**config.mk**
```make
export PLATFORM = sky130hd
export DESIGN_NAME = rv32is_ctrl
export DESIGN_NICKNAME = d
export VERILOG_FILES = /design/src/hdl/rv32is_pkg.sv /design/src/hdl/rv32is_ctrl.sv
export SDC_FILE = /design/constraint.sdc
export NUM_CORES = 1
export LEC_CHECK = 0
export BUFFER_PORTS_ARGS = -buffer_cell sky130_fd_sc_hd__buf_2
export CORE_AREA = 2 2 39 41
export CTS_CLUSTER_DIAMETER = 30
export DETAILED_ROUTE_END_ITERATION = 7
export DIE_AREA = 0 0 41 43
export GPL_ROUTABILITY_DRIVEN = 0
export PLACE_DENSITY_LB_ADDON = 0.25
export SLEW_MARGIN = 10
export SYNTH_ARGS = -nofsm -noshare
export SYNTH_HDL_FRONTEND = slang
export SYNTH_SLANG_ARGS = --single-unit
```
**constraint.sdc**
```tcl
create_clock -name clk -period 1.58 [get_ports clk]
set_input_delay 0.158 -clock clk [delete_from_list [all_inputs] [get_ports clk]]
set_output_delay 0.158 -clock clk [all_outputs]
set_load 0.005 [all_outputs]
```
**src/hdl/rv32is_pkg.sv**
```systemverilog
// ----------------------------------------------------------------------------
// rv32is_pkg
// Shared constants, opcodes, state encoding and controller/datapath
// command and status structs for the RV32IM instruction step block.
// ----------------------------------------------------------------------------
package rv32is_pkg;

  localparam int unsigned MEM_BYTES_DEF = 65536;
  localparam int unsigned DIV_STEPS     = 32;

  localparam logic [31:0] NOP_WORD   = 32'h0000_0013;
  localparam logic [31:0] SIGN_BIT   = 32'h8000_0000;
  localparam logic [31:0] ALL_ONES   = 32'hffff_ffff;
  localparam logic [31:0] UPPER_MASK = 32'hffff_f000;

  localparam logic [6:0] OPC_OP     = 7'h33;
  localparam logic [6:0] OPC_IMM    = 7'h13;
  localparam logic [6:0] OPC_LOAD   = 7'h03;
  localparam logic [6:0] OPC_STORE  = 7'h23;
  localparam logic [6:0] OPC_BRANCH = 7'h63;
  localparam logic [6:0] OPC_JAL    = 7'h6f;
  localparam logic [6:0] OPC_JALR   = 7'h67;
  localparam logic [6:0] OPC_LUI    = 7'h37;
  localparam logic [6:0] OPC_AUIPC  = 7'h17;

  localparam logic [6:0] F7_MULDIV = 7'h01;
  localparam logic [6:0] F7_ALT    = 7'h20;

  // ALU funct3
  localparam logic [2:0] F3_ADD  = 3'd0;
  localparam logic [2:0] F3_SLL  = 3'd1;
  localparam logic [2:0] F3_SLT  = 3'd2;
  localparam logic [2:0] F3_SLTU = 3'd3;
  localparam logic [2:0] F3_XOR  = 3'd4;
  localparam logic [2:0] F3_SR   = 3'd5;
  localparam logic [2:0] F3_OR   = 3'd6;
  localparam logic [2:0] F3_AND  = 3'd7;
  // M extension funct3
  localparam logic [2:0] F3_MUL    = 3'd0;
  localparam logic [2:0] F3_MULH   = 3'd1;
  localparam logic [2:0] F3_MULHSU = 3'd2;
  localparam logic [2:0] F3_MULHU  = 3'd3;
  localparam logic [2:0] F3_DIV    = 3'd4;
  localparam logic [2:0] F3_DIVU   = 3'd5;
  localparam logic [2:0] F3_REM    = 3'd6;
  localparam logic [2:0] F3_REMU   = 3'd7;
  // load / store funct3
  localparam logic [2:0] F3_B  = 3'd0;
  localparam logic [2:0] F3_H  = 3'd1;
  localparam logic [2:0] F3_W  = 3'd2;
  localparam logic [2:0] F3_BU = 3'd4;
  localparam logic [2:0] F3_HU = 3'd5;
  // branch funct3
  localparam logic [2:0] F3_BEQ  = 3'd0;
  localparam logic [2:0] F3_BNE  = 3'd1;
  localparam logic [2:0] F3_BLT  = 3'd4;
  localparam logic [2:0] F3_BGE  = 3'd5;
  localparam logic [2:0] F3_BLTU = 3'd6;
  localparam logic [2:0] F3_BGEU = 3'd7;

  typedef enum logic [1:0] {
    OP_STEP,
    OP_PRELOAD,
    OP_SETREG,
    OP_SETPC
  } op_t;

  typedef enum logic [3:0] {
    S_CLEAR,
    S_IDLE,
    S_RS1,
    S_RS2,
    S_EXEC,
    S_MUL,
    S_DIV,
    S_LOAD,
    S_STORE,
    S_WB
  } state_t;

  typedef struct packed {
    logic accept;
    logic clr_run;
    logic rf_rd1;
    logic rf_rd2;
    logic exec;
    logic mul_fin;
    logic div_run;
    logic ld_run;
    logic st_run;
    logic wb;
  } dp_cmd_t;

  typedef struct packed {
    logic clr_done;
    logic is_step;
    logic is_mul;
    logic is_div;
    logic is_load;
    logic is_store;
    logic div_done;
    logic seq_done;
    logic out_free;
  } dp_status_t;

endpackage

```
**src/hdl/rv32is_ctrl.sv**
```systemverilog
// ----------------------------------------------------------------------------
// rv32is_ctrl
// Sequencer for the instruction step block: memory clear after reset,
// operand reads, execute, multi-cycle units, memory byte sequencing, commit.
// ----------------------------------------------------------------------------
module rv32is_ctrl (
  input  logic                   clk,
  input  logic                   rst_n,
  input  logic                   in_valid,
  input  logic [1:0]             in_op,
  output logic                   in_ready,
  input  rv32is_pkg::dp_status_t st,
  output rv32is_pkg::dp_cmd_t    cmd
);

  rv32is_pkg::state_t state_r, state_nxt;

  always_ff @(posedge clk) begin
    if (!rst_n) begin
      state_r <= rv32is_pkg::S_CLEAR;
    end else begin
      state_r <= state_nxt;
    end
  end

  always_comb begin
    state_nxt = state_r;
    case (state_r)
      rv32is_pkg::S_CLEAR: begin
        if (st.clr_done) state_nxt = rv32is_pkg::S_IDLE;
      end
      rv32is_pkg::S_IDLE: begin
        if (in_valid) begin
          if (in_op == rv32is_pkg::OP_STEP) begin
            state_nxt = rv32is_pkg::S_RS1;
          end else if (in_op == rv32is_pkg::OP_PRELOAD) begin
            state_nxt = rv32is_pkg::S_STORE;
          end
        end
      end
      rv32is_pkg::S_RS1: state_nxt = rv32is_pkg::S_RS2;
      rv32is_pkg::S_RS2: state_nxt = rv32is_pkg::S_EXEC;
      rv32is_pkg::S_EXEC: begin
        if (st.is_mul) state_nxt = rv32is_pkg::S_MUL;
        else if (st.is_div) state_nxt = rv32is_pkg::S_DIV;
        else if (st.is_load) state_nxt = rv32is_pkg::S_LOAD;
        else if (st.is_store) state_nxt = rv32is_pkg::S_STORE;
        else state_nxt = rv32is_pkg::S_WB;
      end
      rv32is_pkg::S_MUL: state_nxt = rv32is_pkg::S_WB;
      rv32is_pkg::S_DIV: begin
        if (st.div_done) state_nxt = rv32is_pkg::S_WB;
      end
      rv32is_pkg::S_LOAD: begin
        if (st.seq_done) state_nxt = rv32is_pkg::S_WB;
      end
      rv32is_pkg::S_STORE: begin
        // preload transfers end here without a result
        if (st.seq_done) state_nxt = st.is_step ? rv32is_pkg::S_WB : rv32is_pkg::S_IDLE;
      end
      rv32is_pkg::S_WB: begin
        if (st.out_free) state_nxt = rv32is_pkg::S_IDLE;
      end
      default: state_nxt = rv32is_pkg::S_IDLE;
    endcase
  end

  always_comb begin
    cmd      = '0;
    in_ready = 1'b0;
    case (state_r)
      rv32is_pkg::S_CLEAR: cmd.clr_run = 1'b1;
      rv32is_pkg::S_IDLE: begin
        in_ready   = 1'b1;
        cmd.accept = in_valid;
      end
      rv32is_pkg::S_RS1:   cmd.rf_rd1  = 1'b1;
      rv32is_pkg::S_RS2:   cmd.rf_rd2  = 1'b1;
      rv32is_pkg::S_EXEC:  cmd.exec    = 1'b1;
      rv32is_pkg::S_MUL:   cmd.mul_fin = 1'b1;
      rv32is_pkg::S_DIV:   cmd.div_run = 1'b1;
      rv32is_pkg::S_LOAD:  cmd.ld_run  = 1'b1;
      rv32is_pkg::S_STORE: cmd.st_run  = 1'b1;
      rv32is_pkg::S_WB:    cmd.wb      = 1'b1;
      default: cmd = '0;
    endcase
  end

endmodule

```
==> metrics.md <==
| Metric | Value |
|---|---|
| Layout cells sized above 1 | `0.511` |
| Cells after synthesis | `59` |
| Power density over the cells | `between 1000 and 1500 nW/um^2` |
| Tot GR Track Use | `0.148` |
| Hold Crit Class | `primary input to flip-flop` |
| Syn Area/Cell | `7.49 um^2` |
| Worst path top cell family by delay | `simple AND/OR/NAND/NOR gates` |
| Clock insertion delay at the later pin of the skew report | `0.24 ns` |
| GRT Residual Overflow | `0` |
| Worst setup path category | `flip-flop to flip-flop` |
| CTS sink count | `4` |
| Final wirelength | `1160 um` |
| Final Hold Fails | `0` |
| Seq/Total Area, Yosys | `0.181` |
| Total CTS buffers | `3` |
| Max FFs per register | `4` |
| Bufs and invs on worst path | `0` |
| Max Buffers Root-to-Sink | `2` |
| Met2 Use GR | `0.225` |
| # setup viols final | `0` |
| Status | `completed` |
| Critical Path Sink Type | `flip-flop` |
| Main synth FF type | `dfxtp_1` |
| Post-CTS Setup Inserts | `0` |
| Full die area | `1760 um^2` |
| Initial antenna violation count | `0` |
| DR WL/cell | `roughly 11 um` |
| Die height | `43 um` |
| Critical path arrival | `1.66 ns` |
| Worst-Margin Slew | `0.290 ns` |
| Slack of the critical path | `0.0477 ns` |
| CP max stage cell | `or4b_1` |
| Pre-CTS WS | `0.00115 ns` |
| Period utilization | `0.970` |
| DR vias/cell | `slightly above 5` |
| Slew headroom | `0.804` |
| Post-synth top cells | `inv_1 (5), nand2b_1 (5)` |
| Setup TNS Final | `0 ns` |
| Antenna cells | `0` |
| Ys Warns | `0` |
| RSZ-0062 raised after global routing | `true` |
| Cells after DPL | `105` |
| Final HPWL DP | `900 um` |
| Biggest register | `state_r` |
| DRT Pass-1 Iters | `6` |
| Syn Nets | `73` |
| Die Wd | `41 um` |
| Final Skew | `0.00582 ns` |
| H-tree levels | `1` |
| Grt met3 use | `0.0157` |
| Hold Slack | `0.240 ns` |
| Starting Density | `0.319` |
| Largest net degree at the start of global routing | `9` |
| I/O pins | `25` |
| Global-route wire length before repair | `1850 um` |
| Met1 Use GR | `0.193` |
| Max Slew Vio Count | `0` |
| Nature of the critical path startpoint | `flip-flop` |
| CTS clk-pin slew, worst paths | `0.04 ns` |
| Top post-synthesis cells by area | `dfxtp_1 (18%), nand2b_1 (7.1%), mux2i_1 (4.5%), nor3_1 (4.5%), or4b_1 (4.5%)` |
| EDFF count, synth | `0` |
| # DRC | `0` |
| Max-cap viol count | `0` |
| Core Area | `1380 um^2` |
| #FFs+latches synth | `4` |
| DR vias | `549` |
| Peak VDD IR | `0.000447 V` |
| Area fraction of the dominant cell type after synthesis | `0.181` |
| Multi-input logic area | `357 um^2` |
| Largest regs | `state_r (4)` |
| Fill cells | `138` |
| Port bufs | `24` |
| Nets | `approximately 110` |
| # rows | `14` |
| Antenna-violating nets left | `0` |
| FMAX | `653 MHz` |
| Drt first-iter violations | `5` |
| Crit-path cells | `or4b_1 -> a21oi_4 -> a211oi_4 -> a31o_1` |
| Area grow syn2layout | `58.6%` |
| Fraction of registers with async set/reset | `0` |
| CP max FO | `6` |
| Critical Path Max Stage Delay | `0.60 ns` |
| Tmin final | `1.53 ns` |
| Root Buffer Master | `clkbuf_4` |
| GR peak layer | `met2` |
| Vias in the first global route | `461` |
| Distinct cell type count after synthesis | `31` |
| Lkg Pwr | `0.355 nW` |
| Syn Std Cell Area | `442 um^2` |
| Sequential cell area | `83.8 um^2` |
| WP data required | `1.71 ns` |
| Fin cells | `108` |
| Yosys top cell by area | `dfxtp_1` |
| TritonCTS clock tree | `done` |
-- cells in the final DEF, fill, tap and decap left out, types with 2 or more instances in the layout --
cell type / instances
mux2i_1: 2
dfxtp_2: 3
inv_1: 5
nand2b_1: 5
o21ai_1: 2
clkbuf_4: 3
nor3_1: 3
buf_4: 10
nand2_1: 4
buf_2: 24
o31ai_1: 2
o21ai_0: 2
nor3b_1: 2
nor2_1: 4
-- final cells by class --
type,instances,area share
Multi-Input combinational cell,45,0.509
Timing Repair Buffer,34,0.279
Sequential cell,4,0.120
Clock buffer,3,0.0321
Inverter,6,0.0321
Tap cell,16,0.0286
-- path summary, 6_finish.rpt --
| path | startpoint | endpoint | slack [ns] | depth (start not counted) |
|---|---|---|---|---|
| max | state_r[1] | state_r[3] | 0.05 | 4 |
| min reg2reg | state_r[3] | state_r[3] | 0.62 | 2 |
| min | rst_n | state_r[0] | 0.24 | 3 |
| max reg2reg | state_r[1] | state_r[3] | 0.05 | 4 |
-- cells by family after synthesis --
family | share of synthesized area
compound gates | 0.266
flops | 0.181
simple gates | 0.399
buf+inv | 0.108
mux | 0.0453
-- tightest hold or removal path: cells and delay by family --
kind,cells,cell delay (ns)
buffers and inverters,1,0.14
muxes,1,0.06
and+or+nand+nor,1,0.07
-- through the flow --
stage               area, um^2  utilization  power [mW]
floorplan                  442            -       0.424
global route               701        0.506       0.825
global placement           632        0.457       0.584
CTS                        663        0.479       0.734
finish                     701        0.506       0.768
detailed placement         632        0.457       0.585
-- repair_timing --
action / CTS / global route
endpoints found under the setup margin: 2 / 6
pin swaps: 0 / 3
hold buffers: 0 / 0
resized for setup: 1 / 9
-- metal layers --
layer / vias up / part of all wire / wire length [um]
li1: 281 / - / -
met3: 3 / 0.067 / 77
met4: 0 / 0.011 / 13
met2: 21 / 0.48 / 556
met5: - / 0 / 0
met1: 244 / 0.44 / 509
-- power breakdown --
group / total, mW / internal (mW) / switching, mW
clock network: 0.127 / 0.0849 / 0.0419
registers: 0.172 / 0.129 / 0.0421
logic: 0.470 / 0.263 / 0.207
Power figures use the tool's default switching activity.
